### src/rtl/core/bfac_ram.sv
// Generic single-port RAM with registered read data.
// Depends on nothing.

module bfac_ram #(
  parameter int unsigned WIDTH = 1,
  parameter int unsigned DEPTH = 1024
) (
  input  logic                     clk,
  input  logic                     we,
  input  logic [$clog2(DEPTH)-1:0] addr,
  input  logic [WIDTH-1:0]         wdata,
  output logic [WIDTH-1:0]         rdata
);

  logic [WIDTH-1:0] mem [DEPTH];
  logic [WIDTH-1:0] rdata_r;

  always_ff @(posedge clk) begin
    if (we) begin
      mem[addr] <= wdata;
    end
    rdata_r <= mem[addr];
  end

  assign rdata = rdata_r;

endmodule

### config.mk
export PLATFORM = sky130hd
export DESIGN_NAME = bfac_ram
export DESIGN_NICKNAME = d
export VERILOG_FILES = /design/src/rtl/core/bfac_ram.sv
export SDC_FILE = /design/constraint.sdc
export NUM_CORES = 1
export LEC_CHECK = 0
export BUFFER_PORTS_ARGS = -buffer_cell sky130_fd_sc_hd__clkbuf_2
export CAP_MARGIN = 20
export CORE_ASPECT_RATIO = 1.2
export CORE_MARGIN = 1.5
export CORE_UTILIZATION = 38
export CTS_CLUSTER_SIZE = 25
export DETAILED_ROUTE_END_ITERATION = 16
export GPL_ROUTABILITY_DRIVEN = 0
export PLACE_DENSITY_LB_ADDON = 0.25
export SLEW_MARGIN = 30
export SYNTH_ARGS = -nofsm -noshare
export SYNTH_HDL_FRONTEND = slang
export SYNTH_SLANG_ARGS = --single-unit
### constraint.sdc
create_clock -name clk -period 3.1 [get_ports clk]
set_input_delay 0.62 -clock clk [delete_from_list [all_inputs] [get_ports clk]]
set_output_delay 0.62 -clock clk [all_outputs]
set_load 0.02 [all_outputs]
### Yosys cells after proc, flatten, opt, wreduce, memory -nomap -nowiden

Memories as Yosys holds them, arrays and structs flattened. A register that Yosys moved wholly into a read port is not among the register bits.
Cells that the tools add are included.

| operators by class | value |
|---|---|
| mux-type cells | 2 |

Operators with widths:

| operator | count |
|---|---|
| 2-to-1 mux 1 bit | 2 |

| word-level totals | value |
|---|---|
| register bits | 0 |
| bits in writable memories | 1024 |
| input port bits | 13 |
| output and inout bits | 1 |
| memories kept | 1 |

Memory list:

| memory | words | width | read ports | clocked after Yosys merged registers in | write ports | RTL line | text |
|---|---|---|---|---|---|---|---|
| mem | 1024 | 1 | 1 | 1 | 1 | 15 | `logic [WIDTH-1:0] mem [DEPTH];` |

### Depth between registers and ports, before layout

Gate-level depths: netlist of the first run.

| depth | value |
|---|---|
| depth after elaboration | 2 |
| mapped depth | 12 |
| depth with buffers taken out | 8 |

### Worst setup path before layout of the first run

Ideal clock, no wire load.

| timing | value |
|---|---|
| path kind | input to register |
| from | in addr[1] |
| to | mem mem[875] (enable) |
| library setup time | 0.300 ns |
| arrival time | 2.199 ns |
| data required time | 2.800 ns |
| path slack | 0.602 ns |
| stages on the path | 9 |
| path buffers | 6 |
| cell sequence | buf_2 -> buf_2 -> buf_2 -> buf_2 -> and3_1 -> buf_2 -> nand2_1 -> clkbuf_1 -> nor2_1 |

RTL lines:

| item | RTL line | text |
|---|---|---|
| from (decl) | 10 | `input logic [$clog2(DEPTH)-1:0] addr,` |
| to (decl) | 15 |  |

No word-level cell before the write port.

==> results.json, run 1 <==
{
  "maxClockFrequency_mhz": 350.9,
  "nets": 3520,
  "hold_path.class": "in -> reg",
  "grt_antenna_before_repair": 4,
  "critPathMaxStageDelay_ns": 0.42,
  "detail-route-antenna-nets": 0,
  "time_the_final_worst_path_needs_with_i_o_delays_and_setup_ns": 2.850,
  "clk_pin_slew_worst_paths_ns": 0.06,
  "max-vdd-ir-drop_v": 0.0004213,
  "globalRoute.totalOverflow": 0,
  "core.rowCount": 137,
  "critical-path-slowest-cell": "mux2i_1",
  "criticalPathCategory": "in -> reg",
  "cts_setup_buffers": 0,
  "htreeDepth": 3,
  "detailroute.via_count": 28730,
  "critPathBufInv": 3,
  "crit_path_start_kind": "input pin",
  "wire_per_inst_um": 27.45,
  "max-clock-path-buffers": 3,
  "worst_hold_slack_ns": 0.4119,
  "drt_iter0_markers": 3311,
  "syn_area_um2": 44340,
  "drive_gt1_share_pct": 15.94,
  "die_height_um": 377.2,
  "final_min_period_over_clock_period_pct": 91.92,
  "cts_tree": "built",
  "core_um2": 116000,
  "syn-instance-count": 3369,
  "overall_routed_net_length_mm": 140.3,
  "mapped_nets": 3382,
  "worst-path-max-fanout": 16,
  "numPortBuffers": 13,
  "layout-area-overhead-vs-synth_pct": 16.60,
  "setup.reg_to_reg.worst_slack_ns": 0.36,
  "floorplan.initialDensity_pct": 38.21,
  "number_of_max_slew_violations_in_the_final_report": 0,
  "setup_violations": 0,
  "worstSkewPairLatency_ns": 0.71,
  "total_leakage_power_uw": 0.01699,
  "fp.dieArea_um2": 118700,
  "fp.dieW_um": 314.8,
  "path_cells": "buf_8 -> buf_4 -> mux2i_1 -> o22ai_1 -> a211oi_1 -> nand3_1 -> buf_4 -> o2111ai_1 -> o211ai_1 -> a211oi_1 -> nand3_1",
  "hpwlAfterDp_mm": 85.26,
  "cp.required_ns": 3.67,
  "postSynthAreaPerCell_um2": 13.16,
  "tightest_slew_ns": 0.6706,
  "critical_path.top_delay_family": "compound AO/OA/AOI/OAI gates",
  "ys_ff_latch": 1025,
  "capturing_element_type_of_the_critical_path": "flop",
  "n_antenna_cell": 0,
  "drc": 0,
  "clk_root_buffer_cell": "clkbuf_16",
  "number_of_distinct_library_cells_after_synthesis": 40,
  "cts_resized": 0,
  "yosys_warnings": 0,
  "first_pass_grt_wire_length_mm": 200.9,
  "status": "complete, no violations",
  "drtPass1Iterations": 5,
  "io_pins": 14,
  "synth-seq-area-share_pct": 69.40,
  "fin_setup_tns_ns": 0,
  "cp_arrival_ns": 3.42,
  "timing.clock.skew_ns": 0.01889,
  "numClockSinks": 1025,
  "hold_violations": 0,
  "cts_buffer_count": 99,
  "max-slew-margin-rel_pct": 55.29,
  "grt_setup_unrepaired": "no",
  "power_density_nw_per_um2": 560.0,
  "per_cell_via_count_in_the_routed_design": 5.620,
  "grt_use_total_pct": 23.66,
  "ctsHoldBuffers": 0,
  "grt_pass1_vias": 28080,
  "pin_count_of_the_biggest_net_entering_global_routing": 119,
  "maxCapViolations": 0
}
state kept, by name, summed over array words and instances, names as in the netlist:
| name | flops |
|---|---|
| mem | 1024 |
| rdata | 1 |
area by class of cell:
cell class / instances / area [um^2]
clock buffer: 128 / 2671
clock inverter: 49 / 491.7
fill: 10480 / 64350
inverter: 3 / 11.26
multi-input combinational: 2022 / 12250
sequential: 1025 / 30770
tap: 1529 / 1913
timing repair buffer: 356 / 3588
cell usage after synthesis:
| master | count | area [um^2] |
|---|---|---|
| o2111ai_1 | 11 | 96.34 |
| inv_1 | 2 | 7.510 |
| or3b_2 | 2 | 17.52 |
| o211ai_1 | 10 | 75.07 |
| nand4b_2 | 4 | 60.06 |
| buf_2 | 117 | 585.6 |
| nor2_1 | 1080 | 4054 |
| nand2_1 | 82 | 307.8 |
| nand4_1 | 4 | 25.02 |
| or2_1 | 1 | 6.260 |
| dfxtp_1 | 1 | 20.02 |
| clkbuf_1 | 174 | 653.1 |
| nor3b_1 | 6 | 45.04 |
| nor4_1 | 44 | 275.3 |
| nor3_1 | 18 | 90.09 |
| buf_6 | 6 | 67.56 |
| or4_1 | 1 | 7.510 |
| nand4bb_1 | 6 | 67.56 |
| buf_4 | 18 | 135.1 |
| nand3b_1 | 5 | 37.54 |
| nand2b_1 | 1 | 6.260 |
| o31ai_1 | 4 | 30.03 |
| and3_1 | 6 | 37.54 |
| a21oi_1 | 4 | 20.02 |
| or3_1 | 1 | 6.260 |
| or4b_1 | 4 | 40.04 |
| clkinv_1 | 1 | 3.750 |
| o22ai_1 | 198 | 1239 |
| o22a_1 | 2 | 17.52 |
| clkbuf_2 | 1 | 5.000 |
| buf_1 | 3 | 11.26 |
| o41ai_2 | 1 | 16.27 |
| edfxtp_1 | 1024 | 30750 |
| a211oi_1 | 9 | 67.56 |
| o21ai_0 | 8 | 40.04 |
| nand3_1 | 15 | 75.07 |
| and2_1 | 3 | 18.77 |
| mux2i_1 | 456 | 4564 |
| and3b_1 | 4 | 35.03 |
| mux4_2 | 32 | 720.7 |
final timing paths:
kind	start	end	cells after the start
worst max-delay path	addr[1]	rdata	11
worst min-delay path	wdata	mem[65]	1
worst max register to register	mem[393]	rdata	9
worst min register to register	mem[941]	rdata	6
logic make-up (layout without fill, tap and decap cells):
logic type	Yosys count	in the layout	synth area share, %
buf+inv	322	536	3.313
mux	488	488	11.92
simple gates	1287	1287	11.76
flops	1025	1025	69.40
compound gates	247	247	3.612
layer usage:
layer  routed length, um  track usage [%]  vias up
li1                    -                -    12490
met1               55670            30.24    14830
met2               69630            40.40     1156
met3                9840            3.644      253
met4                5170            8.872        2
met5                  12                0        -
through the flow:
| step | std cells | utilization [%] | total power, uW | area (um^2) | setup WS (ns) |
|---|---|---|---|---|---|
| 2_1_floorplan | 3369 | - | 16300 | 44340 | 0.6018 |
| 3_3_place_gp | 4935 | 41.82 | 17180 | 48540 | -0.4774 |
| 3_5_place_dp | 4935 | 41.82 | 17180 | 48540 | -0.4278 |
| 4_1_cts | 5112 | 44.55 | 29090 | 51700 | 0.3196 |
| 5_1_grt | 5112 | 44.55 | 29620 | 51700 | 0.2350 |
| 6_report | 5112 | 44.55 | 28950 | 51700 | 0.2504 |
cell usage in the layout, fill, tap and decap left out, types with 3 or more instances in the layout:
cell type | netlist | layout
a211oi_1 | 9 | 9
a21oi_1 | 4 | 4
and2_1 | 3 | 3
and3_1 | 6 | 6
and3b_1 | 4 | 4
buf_12 | 0 | 74
buf_4 | 18 | 270
bufinv_16 | 0 | 9
clkbuf_1 | 174 | 25
clkbuf_16 | 0 | 103
clkbuf_2 | 1 | 10
clkinv_1 | 1 | 19
clkinv_2 | 0 | 17
edfxtp_1 | 1024 | 1024
mux2i_1 | 456 | 456
mux4_2 | 32 | 32
nand2_1 | 82 | 50
nand2_2 | 0 | 32
nand3_1 | 15 | 15
nand3b_1 | 5 | 5
nand4_1 | 4 | 4
nand4b_2 | 4 | 3
nand4bb_2 | 0 | 3
nand4bb_4 | 0 | 3
nor2_1 | 1080 | 1080
nor3_1 | 18 | 18
nor3b_1 | 6 | 6
nor4_1 | 44 | 44
o2111ai_1 | 11 | 11
o211ai_1 | 10 | 10
o21ai_0 | 8 | 8
o22ai_1 | 198 | 198
o31ai_1 | 4 | 4
or4b_2 | 0 | 3
where the power goes:
group,switching (uW),internal (uW)
logic,1060,588
clock network,5240,6810
registers,6.14,15200
total,6300,22600
Note: power is estimated with default switching activity, not from simulation.
==> run 2, diff against run 1 <==
--- a/config.mk
+++ b/config.mk
@@ -9,3 +9,3 @@
 export CAP_MARGIN = 20
-export CORE_ASPECT_RATIO = 1.2
+export CORE_ASPECT_RATIO = 0.7
 export CORE_MARGIN = 1.5
--- a/constraint.sdc
+++ b/constraint.sdc
@@ -3,2 +3,2 @@
 set_output_delay 0.62 -clock clk [all_outputs]
-set_load 0.02 [all_outputs]
+set_load 0.05 [all_outputs]
==> results.json, run 2 (synthesis results as in run 1) <==
{
  "min_to": "mem[193]",
  "overall_routed_net_length_mm": 140.9,
  "report.power.total_uw": 29310,
  "status": "finished, violations left",
  "fin_util_pct": 45.34,
  "fp.dieW_um": 411.3,
  "grt_use_total_pct": 23.69,
  "post_dp_cell_area_um2": 49060,
  "fp.dieArea_um2": 118800,
  "critical-path-slowest-cell": "mux2i_1",
  "capturing_element_type_of_the_critical_path": "flop",
  "tightest_slew_ns": 0.7205,
  "pin_count_of_the_biggest_net_entering_global_routing": 141,
  "nets": 3554,
  "htreeDepth": 3,
  "grt_pass1_vias": 27720,
  "max-clock-path-buffers": 3,
  "max-vdd-ir-drop_v": 0.0004429,
  "largest_reg_flops": 1024,
  "crit_path_start_kind": "input pin",
  "core_um2": 115300,
  "detail-route-antenna-nets": 0,
  "final_min_period_over_clock_period_pct": 89.41,
  "cts_setup_buffers": 0,
  "drive_gt1_share_pct": 17.03,
  "dp.cells": 4980,
  "first_pass_grt_wire_length_mm": 202.0,
  "drc": 1,
  "io_pins": 14,
  "timing.clock.skew_ns": 0.02401,
  "max-slew-margin-rel_pct": 50.59,
  "ctsHoldBuffers": 0,
  "reg_to_reg_endpoint": "rdata",
  "cts_tree": "built",
  "critPathMaxStageDelay_ns": 0.61,
  "launch_instance_of_the_worst_min_delay_path": "wdata",
  "final_cell_area_excluding_filler_cells_um2": 52270,
  "worst-path-max-fanout": 12,
  "path_cells": "buf_8 -> buf_4 -> buf_12 -> mux2i_1 -> o22ai_1 -> nor4_1 -> buf_4 -> nand3_1 -> o211ai_1 -> nand4_1 -> nand2_1 -> nand3_1",
  "drtPass1Iterations": 12,
  "total_leakage_power_uw": 0.01729,
  "hold_path.class": "in -> reg",
  "critical_path.reg2reg.startpoint": "mem[987]",
  "violations_in_the_final_reports": "DRC",
  "clk_pin_slew_worst_paths_ns": 0.07,
  "registers.top_by_ff_count": "mem",
  "power_density_nw_per_um2": 560.7,
  "layout.cells.most_common_list": "1,080 x nor2_1, 1,024 x edfxtp_1, 456 x mux2i_1, 288 x buf_4, 198 x o22ai_1",
  "floorplan.initialDensity_pct": 38.46,
  "maxCapViolations": 0,
  "detailroute.via_count": 29120,
  "globalRoute.totalOverflow": 0,
  "worstSkewPairLatency_ns": 0.71,
  "hold_violations": 0,
  "cp.required_ns": 3.66,
  "grt_antenna_before_repair": 3,
  "drt_iter0_markers": 3877,
  "final_cell_count_no_fill": 5154,
  "clk_root_buffer_cell": "clkbuf_16",
  "cts_resized": 0,
  "wire_per_inst_um": 27.33,
  "rr_worst_depth": 9,
  "setup.reg_to_reg.worst_slack_ns": 0.53,
  "layout.cells.most_common": "nor2_1",
  "per_cell_via_count_in_the_routed_design": 5.650,
  "grt_setup_unrepaired": "no",
  "numClockSinks": 1025,
  "die_height_um": 288.8,
  "min_path_cells": 1,
  "layout-area-overhead-vs-synth_pct": 17.89,
  "cts_buffer_count": 96,
  "core.rowCount": 104,
  "number_of_max_slew_violations_in_the_final_report": 0,
  "cp_arrival_ns": 3.33,
  "maxClockFrequency_mhz": 360.8,
  "setup_violations": 0,
  "criticalPathCategory": "in -> reg",
  "time_the_final_worst_path_needs_with_i_o_delays_and_setup_ns": 2.772,
  "hpwlAfterDp_mm": 87.40,
  "n_antenna_cell": 0,
  "numPortBuffers": 13
}
## run 2: cell count changes in the layout (fill, tap and decap cells not counted), moves of 3 or more
cell / delta
buf_4: +18
clkinv_2: +5
bufinv_16: +6
clkbuf_1: -13
clkinv_1: +3
clkbuf_16: -5
buf_12: +19
## run 2: area by class of cell
cell class              count  area (um^2)
fillers                 10540        63020
clock buffers             110         2497
multi-input cells        2022        12250
clock inverters            64        709.4
flip-flops and latches   1025        30770
well taps                1537         1923
inverters                   3        11.26
repair buffers            393         4104
## run 2: power breakdown
group	internal, uW	switching, uW
Sequential	15200	9.67
Combinational	626	1070
Clock	7030	5330
## run 2: per-layer routing
layer	wire length [um]	vias up	track usage (%)	share of wire, %
met3	12180	177	4.249	8.6
met5	0	-	0	0
met2	61230	1320	35.05	43
met4	2959	0	5.065	2.1
li1	-	12550	-	-
met1	64500	15070	36.23	46
## run 2: critical path, delay by kind of cell
family	cells	cell delay, ns
AND/OR/NAND/NOR	5	0.88
AO/OA/AOI/OAI	2	0.48
buffers and inverters	4	0.74
multiplexers	1	0.61
## run 2: through the flow
step / setup TNS [ns] / setup WS, ns / hold slack (ns)
CTS: 0 / 0.3974 / 0.3780
detailed placement: -0.3222 / -0.3222 / 1.002
floorplan: 0 / 0.6018 / 0.7189
global placement: -0.3389 / -0.3389 / 0.9594
global route: 0 / 0.2630 / 0.3939
finish: 0 / 0.3282 / 0.4001
## run 2: worst max-delay path by stage
stage,from,to,slack (ns),cells past startpoint
finish,addr[1],rdata,0.33,12
detailed placement,addr[1],rdata,-0.32,12
CTS,addr[2],rdata,0.40,13
global route,addr[1],rdata,0.26,12
global placement,addr[1],rdata,-0.34,12
floorplan,addr[1],mem[875],0.60,9
