## src/rtl/core/bfac_pkg.sv

```systemverilog
// Shared constants and types for the Bloom filter add/check unit.
// Depends on nothing; every other file of the block but bfac_ram uses it by scoped names.

package bfac_pkg;

  // Store geometry and probe limits.
  localparam int unsigned FILTER_BITS_DEF = 65536;
  localparam int unsigned MAX_HASHES      = 16;

  // Field widths.
  localparam int unsigned KEY_W   = 64;
  localparam int unsigned SIZE_W  = 17;
  localparam int unsigned COUNT_W = 5;

  // Configuration port.
  localparam int unsigned CFG_IDX_W  = 2;
  localparam int unsigned CFG_DATA_W = SIZE_W;

  localparam logic [CFG_IDX_W-1:0] REG_FILTER_SIZE = 2'd0;
  localparam logic [CFG_IDX_W-1:0] REG_HASH_COUNT  = 2'd1;

  localparam logic [SIZE_W-1:0]  SIZE_RESET  = 17'd65536;
  localparam logic [COUNT_W-1:0] COUNT_RESET = 5'd4;

  // Operation codes.
  localparam logic OP_ADD   = 1'b0;
  localparam logic OP_CHECK = 1'b1;

  // Modulo reducer: two key bits per cycle.
  localparam int unsigned DIGIT_W   = 2;
  localparam int unsigned RED_STEPS = KEY_W / DIGIT_W;
  localparam int unsigned STEP_W    = $clog2(RED_STEPS);

  // Response of the modulo reducer to the sequencer.
  typedef struct packed {
    logic              done;
    logic [SIZE_W-1:0] rem;
  } red_rsp_t;

endpackage

```

## src/rtl/core/bfac_mod_reducer.sv

```systemverilog
// Radix-4 serial modulo unit: reduces a 64-bit probe value by the filter size,
// two bits per cycle, MSB first. Depends on bfac_pkg.

module bfac_mod_reducer (
  input  logic                          clk,
  input  logic                          rst_n,
  input  logic                          start,
  input  logic [bfac_pkg::KEY_W-1:0]    value,
  input  logic [bfac_pkg::SIZE_W-1:0]   size,
  output bfac_pkg::red_rsp_t            rsp
);

  localparam int unsigned TW = bfac_pkg::SIZE_W + bfac_pkg::DIGIT_W;

  logic [bfac_pkg::KEY_W-1:0]  val_r, val_nxt;
  logic [bfac_pkg::SIZE_W-1:0] rem_r, rem_nxt;
  logic [TW-1:0]               m1_r, m2_r, m3_r;
  logic [bfac_pkg::STEP_W-1:0] step_r, step_nxt;
  logic                        busy_r, busy_nxt;
  logic                        done_r, done_nxt;
  logic [TW-1:0]               trial;
  logic [TW-1:0]               reduced;

  // The partial remainder stays below the size, so after shifting in one
  // digit at most three subtractions of the size are needed.
  assign trial = {rem_r, val_r[bfac_pkg::KEY_W-1 -: bfac_pkg::DIGIT_W]};

  always_comb begin
    if (trial >= m3_r) begin
      reduced = trial - m3_r;
    end else if (trial >= m2_r) begin
      reduced = trial - m2_r;
    end else if (trial >= m1_r) begin
      reduced = trial - m1_r;
    end else begin
      reduced = trial;
    end
  end

  always_comb begin
    val_nxt  = val_r;
    rem_nxt  = rem_r;
    step_nxt = step_r;
    busy_nxt = busy_r;
    done_nxt = 1'b0;
    if (start) begin
      val_nxt  = value;
      rem_nxt  = '0;
      step_nxt = '0;
      busy_nxt = 1'b1;
    end else if (busy_r) begin
      val_nxt  = val_r << bfac_pkg::DIGIT_W;
      rem_nxt  = reduced[bfac_pkg::SIZE_W-1:0];
      step_nxt = step_r + 1'b1;
      if (step_r == bfac_pkg::STEP_W'(bfac_pkg::RED_STEPS - 1)) begin
        busy_nxt = 1'b0;
        done_nxt = 1'b1;
      end
    end
  end

  always_ff @(posedge clk) begin
    if (!rst_n) begin
      busy_r <= 1'b0;
      done_r <= 1'b0;
      step_r <= '0;
    end else begin
      busy_r <= busy_nxt;
      done_r <= done_nxt;
      step_r <= step_nxt;
    end
  end

  always_ff @(posedge clk) begin
    val_r <= val_nxt;
    rem_r <= rem_nxt;
    if (start) begin
      m1_r <= TW'(size);
      m2_r <= TW'(size) << 1;
      m3_r <= TW'(size) + (TW'(size) << 1);
    end
  end

  assign rsp.done = done_r;
  assign rsp.rem  = rem_r;

endmodule

```

## config.mk

```make
export PLATFORM = sky130hd
export DESIGN_NAME = bfac_mod_reducer
export DESIGN_NICKNAME = d
export VERILOG_FILES = /design/src/rtl/core/bfac_pkg.sv /design/src/rtl/core/bfac_mod_reducer.sv
export SDC_FILE = /design/constraint.sdc
export NUM_CORES = 1
export LEC_CHECK = 0
export BUFFER_PORTS_ARGS = -buffer_cell sky130_fd_sc_hd__buf_2
export CAP_MARGIN = 25
export CORE_AREA = 2 2 135 190
export CTS_CLUSTER_SIZE = 28
export DETAILED_ROUTE_END_ITERATION = 6
export DIE_AREA = 0 0 137 192
export SLEW_MARGIN = 15
export SYNTH_ARGS = -nofsm -noshare
export SYNTH_HDL_FRONTEND = slang
export SYNTH_SLANG_ARGS = --single-unit
```

## constraint.sdc

```tcl
create_clock -name clk -period 4.14 [get_ports clk]
set_clock_uncertainty 0.1 [all_clocks]
set_input_delay 0.828 -clock clk [delete_from_list [all_inputs] [get_ports clk]]
set_output_delay 0.828 -clock clk [all_outputs]
set_load 0.01 [all_outputs]
```

### Yosys cells after proc, flatten, opt, wreduce, memory -nomap -nowiden

Cells that the tools add are included.

| word-level totals | value |
|---|---|
| word-level logic and storage cells | 30 |
| output and inout bits | 18 |
| bits of input ports | 84 |
| register bits after elaboration | 124 |

| operators by class | value |
|---|---|
| bitwise logic cells | 2 |
| multiplexer cells | 9 |
| magnitude comparators | 3 |
| $add $sub $neg | 5 |
| reduce and logical (&&, ||, !) cells | 3 |
| equality and inequality tests | 1 |

Operators by type and width:

| kind | number |
|---|---|
| $mux W64 | 2 |
| $mux W17 | 3 |
| $sub A17 B17 Y17 | 3 |
| $add A17 B18 Y19 | 1 |
| $ge A19 B17 Y1 | 1 |
| $ge A19 B18 Y1 | 1 |
| $ge A19 B19 Y1 | 1 |
| $add A5 B1 Y5 const B | 1 |
| $eq A5 B5 Y1 const B | 1 |
| $mux W1 | 4 |
| $reduce_or A3 Y1 | 1 |
| $not A1 Y1 | 2 |
| $reduce_bool A2 Y1 | 1 |
| $reduce_or A2 Y1 | 1 |

### Longest topological paths before layout

| depth | value |
|---|---|
| depth in word-level cells | 4 |
| depth in mapped cells | 14 |
| depth with buffers taken out | 12 |

### Least setup slack after synthesis

No wires, ideal clock.

| timing | value |
|---|---|
| kind | register to register |
| start | register val_r[63] (netlist bit) |
| end | register rem_r[14] (netlist bit) |
| arrival | 2854 ps |
| cell stages (with the launch flop) | 13 |
| required time | 3893 ps |
| slack | 1039 ps |
| library setup time | 147 ps |
| path buffers | 0 |
| period minus slack after synthesis | 3101 ps |
| cells stage by stage | edfxtp_1 > inv_1 > ha_1 > inv_1 > fa_1 > a211oi_1 > o211ai_1 > a211oi_1 > o21a_1 > o21ai_0 > or4_1 > o311ai_0 > a311oi_1 |

| between the ends | value |
|---|---|
| cells in the longest elaborated chain, start to end | 4 |
| elaborated cells between the ends (all ways) | 9 |
| classes of those cells | 3 x add/sub; 3 x order compare; 3 x mux |

Ends and longest elaborated chain:

| what | line | text |
|---|---|---|
| from (decl) | bfac_mod_reducer.sv:15 | `logic [bfac_pkg::KEY_W-1:0] val_r, val_nxt;` |
| from (signal assigned) | bfac_mod_reducer.sv:75 | `val_r <= val_nxt;` |
| $sub A17 B17 Y17 / $ge A19 B17 Y1 (equally long branches) | bfac_mod_reducer.sv:34, bfac_mod_reducer.sv:33 |  |
| $mux W17 | bfac_mod_reducer.sv:33 | `end else if (trial >= m1_r) begin` |
| $mux W17 | bfac_mod_reducer.sv:31 | `end else if (trial >= m2_r) begin` |
| $mux W17 * | bfac_mod_reducer.sv:29 | `if (trial >= m3_r) begin` |
| to (signal assigned) | bfac_mod_reducer.sv:76 | `rem_r <= rem_nxt;` |
| to (decl) | bfac_mod_reducer.sv:16 | `logic [bfac_pkg::SIZE_W-1:0] rem_r, rem_nxt;` |

Mark *: on every way between the ends. The rest lies on a longest branch, timed or not.
A chain may end at the register's enable or synchronous reset.

### Worst setup path after layout

Ends and elaborated chain as after synthesis.

==> impl_metrics.prom <==
# TYPE chip_impl_metric gauge
chip_impl_metric{name="largest_net_degree_at_the_start_of_global_routing",unit=""} 110
chip_impl_metric{name="share_clk_of_total_power",unit="%"} 29.5
chip_impl_metric{name="syn_to_final_growth",unit="%"} 17.10
chip_impl_info{name="crit-reg2reg-capture",value="rem_r[14]"} 1
chip_impl_metric{name="clk_latency",unit="ps"} 420
chip_impl_metric{name="worst_ep_arrival_time",unit="ps"} 3860
chip_impl_metric{name="synth_area_per_cell",unit="µm²"} 10.34
chip_impl_metric{name="slew_violations",unit=""} 0
chip_impl_metric{name="finalSetupViolations",unit=""} 0
chip_impl_metric{name="tightestPinTransition",unit="ps"} 622.5
chip_impl_metric{name="cts_setup_buffers",unit=""} 0
chip_impl_metric{name="postLayoutCoreUtil",unit="%"} 40.80
chip_impl_metric{name="effective_utilization_at_floorplan",unit="%"} 34.84
chip_impl_metric{name="synth-seq-cells",unit=""} 123
chip_impl_metric{name="htreeDepth",unit=""} 4
chip_impl_info{name="cp-endpoint",value="rem_r[14]"} 1
chip_impl_metric{name="clock_sink_total",unit=""} 123
chip_impl_metric{name="final_min_period_over_clock_period",unit="%"} 87.98
chip_impl_metric{name="setup_total_negative_slack",unit="ps"} 0
chip_impl_metric{name="die_w",unit="µm"} 137
chip_impl_info{name="start_kind",value="flip-flop"} 1
chip_impl_metric{name="drt_pass1_iterations",unit=""} 5
chip_impl_metric{name="cts_repair_resize_count",unit=""} 0
chip_impl_metric{name="grt-ovfl-total",unit=""} 0
chip_impl_metric{name="detail_route.wirelength",unit="µm"} 21580
chip_impl_metric{name="power_frac_seq",unit="%"} 34.5
chip_impl_metric{name="async_reset_ff_share",unit="%"} 0
chip_impl_metric{name="globalRouteTotalUtil",unit="%"} 16.88
chip_impl_info{name="clockRootBuffer",value="clkbuf_16"} 1
chip_impl_metric{name="grt_pass1_wl",unit="µm"} 34540
chip_impl_metric{name="post-route-worst-setup-slack",unit="ps"} 497.8
chip_impl_metric{name="routed-via-count",unit=""} 6802
chip_impl_info{name="path_cells",value="inv_1, ha_1, inv_1, fa_1, a211oi_1, o211ai_1, a211oi_1, o21a_1, o21a_1, o32a_1, o311ai_0, a311oi_1"} 1
chip_impl_metric{name="synth_edf_count",unit=""} 99
chip_impl_metric{name="cts_inserted_buffers",unit=""} 17
chip_impl_metric{name="design.core.area",unit="µm²"} 24500
chip_impl_metric{name="maxCapViolCount",unit=""} 0
chip_impl_metric{name="max_stage_delay",unit="ps"} 500
chip_impl_metric{name="drc_errors",unit=""} 0
chip_impl_metric{name="leakage_dissipation",unit="nW"} 4.215
chip_impl_metric{name="cts.clk_slew.worst_paths",unit="ps"} 60
chip_impl_metric{name="fin_hold_ws",unit="ps"} 412.6
chip_impl_metric{name="design.die.area",unit="µm²"} 26300
chip_impl_metric{name="syn_area",unit="µm²"} 8537
chip_impl_metric{name="max_clock_freq",unit="GHz"} 0.2746
chip_impl_info{name="worst_hold_path_type",value="reg -> reg"} 1
chip_impl_info{name="setup.worst_path.start",value="val_r[63]"} 1
chip_impl_metric{name="design.portCount",unit=""} 102
chip_impl_metric{name="chipHeight",unit="µm"} 192
chip_impl_info{name="hold_path_startpoint",value="step_r[4]"} 1
chip_impl_metric{name="worstRegToRegCells",unit=""} 12
chip_impl_info{name="nature_of_the_critical_path_endpoint",value="flip-flop"} 1
chip_impl_metric{name="synth.distinct_cells",unit=""} 75
chip_impl_info{name="reg_to_reg_startpoint",value="val_r[63]"} 1
chip_impl_metric{name="sw_frac_of_total",unit="%"} 35.72
chip_impl_metric{name="vias_per_cell",unit=""} 5.386
chip_impl_metric{name="layout_min_cycle_time",unit="ps"} 3642
chip_impl_metric{name="share_comb_of_total_power",unit="%"} 36.0
chip_impl_metric{name="gp_congestion",unit=""} 0.8916
chip_impl_metric{name="route.antenna.remaining_nets",unit=""} 0
chip_impl_info{name="cts_tree",value="built"} 1
chip_impl_metric{name="yosysSeqAreaShare",unit="%"} 40.45
chip_impl_metric{name="drt_iter0_drcs",unit=""} 336
chip_impl_metric{name="diodes",unit=""} 0
chip_impl_metric{name="wl_per_cell",unit="µm"} 17.08
chip_impl_metric{name="ys.warnings.count",unit=""} 0
chip_impl_metric{name="cellPowerDensity",unit="nW/µm²"} 463.2
chip_impl_info{name="cp_slowest_cell",value="edfxtp_1"} 1
chip_impl_metric{name="cts.hold.buffers_added",unit=""} 0
chip_impl_metric{name="hold_viol",unit=""} 0
chip_impl_metric{name="place_worst_setup_slack",unit="ps"} 482.0
chip_impl_metric{name="netSwitchingPower",unit="W"} 0.001654
chip_impl_metric{name="clk_path_buf_depth",unit=""} 2
chip_impl_metric{name="cell_internal_pwr",unit="W"} 0.002976
chip_impl_metric{name="synth_fp_nets",unit=""} 986
chip_impl_metric{name="grt_pass1_vias",unit=""} 7022
chip_impl_metric{name="worst-path-max-fanout",unit=""} 10
chip_impl_metric{name="post_route_cells_drive_above_1_share",unit="%"} 24.26
chip_impl_metric{name="post-dp-hpwl",unit="µm"} 16820
chip_impl_metric{name="syn_inst",unit=""} 826
chip_impl_metric{name="core.rowCount",unit=""} 68
chip_impl_metric{name="max_slew_margin",unit="%"} 57.43
chip_impl_metric{name="required_time_at_the_worst_slack_endpoint",unit="ps"} 4360
chip_impl_info{name="unrepaired_setup_endpoints_after_global_routing",value="no"} 1
chip_impl_metric{name="timing.reg2reg.setup_slack",unit="ps"} 500
chip_impl_metric{name="fin_nets",unit=""} 1095
chip_impl_info{name="setup.worst_path.class",value="reg -> reg"} 1
chip_impl_metric{name="antenna_found_initial",unit=""} 0
chip_impl_info{name="postSynth.topFlopCell",value="edfxtp_1"} 1
chip_impl_metric{name="port_buffers",unit=""} 101
chip_impl_info{name="outcome",value="finished, final reports clean"} 1
chip_impl_metric{name="ir_drop",unit="mV"} 0.2586
-- power by group through the flow --
stage / registers [W] / clock network, W / logic (W)
finish: 0.00160 / 0.00136 / 0.00167
global placement: 0.00162 / 0 / 0.00163
CTS: 0.00160 / 0.00140 / 0.00166
global route: 0.00162 / 0.00144 / 0.00184
floorplan: 0.00160 / 0 / 0.00119
detailed placement: 0.00162 / 0 / 0.00165
-- synth_stat cells (all sizes together), types with 8 or more instances --
cell type / n / share of area, %
dfxtp: 24 / 5.6
xnor2: 24 / 2.5
a2111oi: 11 / 1.6
ha: 72 / 11
and3: 10 / 0.79
mux2i: 10 / 1.2
nor3: 18 / 1.1
clkbuf: 17 / 0.75
a21o: 17 / 1.5
a21oi: 40 / 2.4
a211oi: 11 / 1.1
edfxtp: 99 / 35
nand4: 8 / 0.59
o21ai: 42 / 2.5
nand3: 17 / 1.0
nand2: 42 / 2.0
a31oi: 12 / 0.88
nor2: 62 / 2.7
o21a: 10 / 0.88
o211ai: 11 / 0.97
or3: 12 / 0.94
mux2: 62 / 8.2
xor2: 15 / 1.5
inv: 66 / 2.9
-- metal layers --
| metal | track usage [%] | wire length, µm | vias to the layer above |
|---|---|---|---|
| met2 | 30.48 | 11270 | 170 |
| met3 | 3.325 | 995 | 43 |
| li1 | - | - | 3365 |
| met4 | 8.208 | 674 | 0 |
| met1 | 18.63 | 8639 | 3224 |
| met5 | 0 | 0 | - |
-- state kept, by name, indices dropped and copies added, names as in the netlist --
register	flops
done_r	1
rem_r	17
m3_r	19
step_r	5
busy_r	1
m1_r	16
val_r	64
-- cells by family after synthesis --
group                    Yosys count  share of synthesized area, %
adder cells (fa/ha/maj)           76                         11.49
AND/OR/NAND/NOR                  209                         12.41
flip-flops                       123                         40.45
AO/OA/AOI/OAI                    218                         18.20
buffers and inverters             89                         4.089
multiplexers                      72                         9.351
XOR/XNOR                          39                         4.001
-- critical path, delay by kind of cell, from the launching register on --
| family | cells | cell delay [ps] |
|---|---|---|
| DFF | 1 | 500 |
| buffers and inverters | 2 | 180 |
| AOI/OAI and AO/OA | 8 | 2160 |
| adders and majority gates | 2 | 580 |
-- cell type report --
cell class,instances,area (µm²)
fillers,2431,14510
multi-input cells,614,4737
flip-flops and latches,123,3453
repair buffers,113,623.1
clock buffers,17,425.4
well taps,315,394.1
inverters,66,247.7
clock inverters,15,116.4
-- through the flow --
| stage | power (W) | cell area (µm²) | cells |
|---|---|---|---|
| 2_1_floorplan | 0.002798 | 8537 | 826 |
| 3_3_place_gp | 0.003250 | 9455 | 1231 |
| 3_5_place_dp | 0.003273 | 9455 | 1231 |
| 4_1_cts | 0.004655 | 9997 | 1263 |
| 5_1_grt | 0.004897 | 9997 | 1263 |
| 6_report | 0.004630 | 9997 | 1263 |
-- cell usage in the layout, fill, tap and decap left out, types with 8 or more instances in the layout --
master	netlist	final
or3_1	11	11
xor2_1	15	15
a31oi_1	12	12
edfxtp_1	99	99
buf_4	1	11
inv_1	66	66
a211oi_1	9	9
nand4_1	8	8
ha_1	72	72
clkbuf_16	0	17
o211ai_1	11	11
mux2i_1	10	10
nand2_1	41	40
and3_1	9	9
mux2_2	62	62
a21o_1	17	17
o21a_1	10	10
dfxtp_1	24	24
xnor2_1	24	24
nor3_1	17	17
o21ai_0	37	36
nor2_1	62	62
a21oi_1	39	39
nand3_1	17	17
buf_2	3	100
-- worst min-delay path by stage --
stage	endpoint	slack [ps]	cells after the start
after CTS	step_r[4]	410	2
after detailed placement	step_r[4]	400	2
final	step_r[4]	410	2
after global placement	step_r[4]	380	2
after global routing	val_r[25]	460	1
after floorplan	step_r[4]	370	2
(Power assumes the default switching activity.)
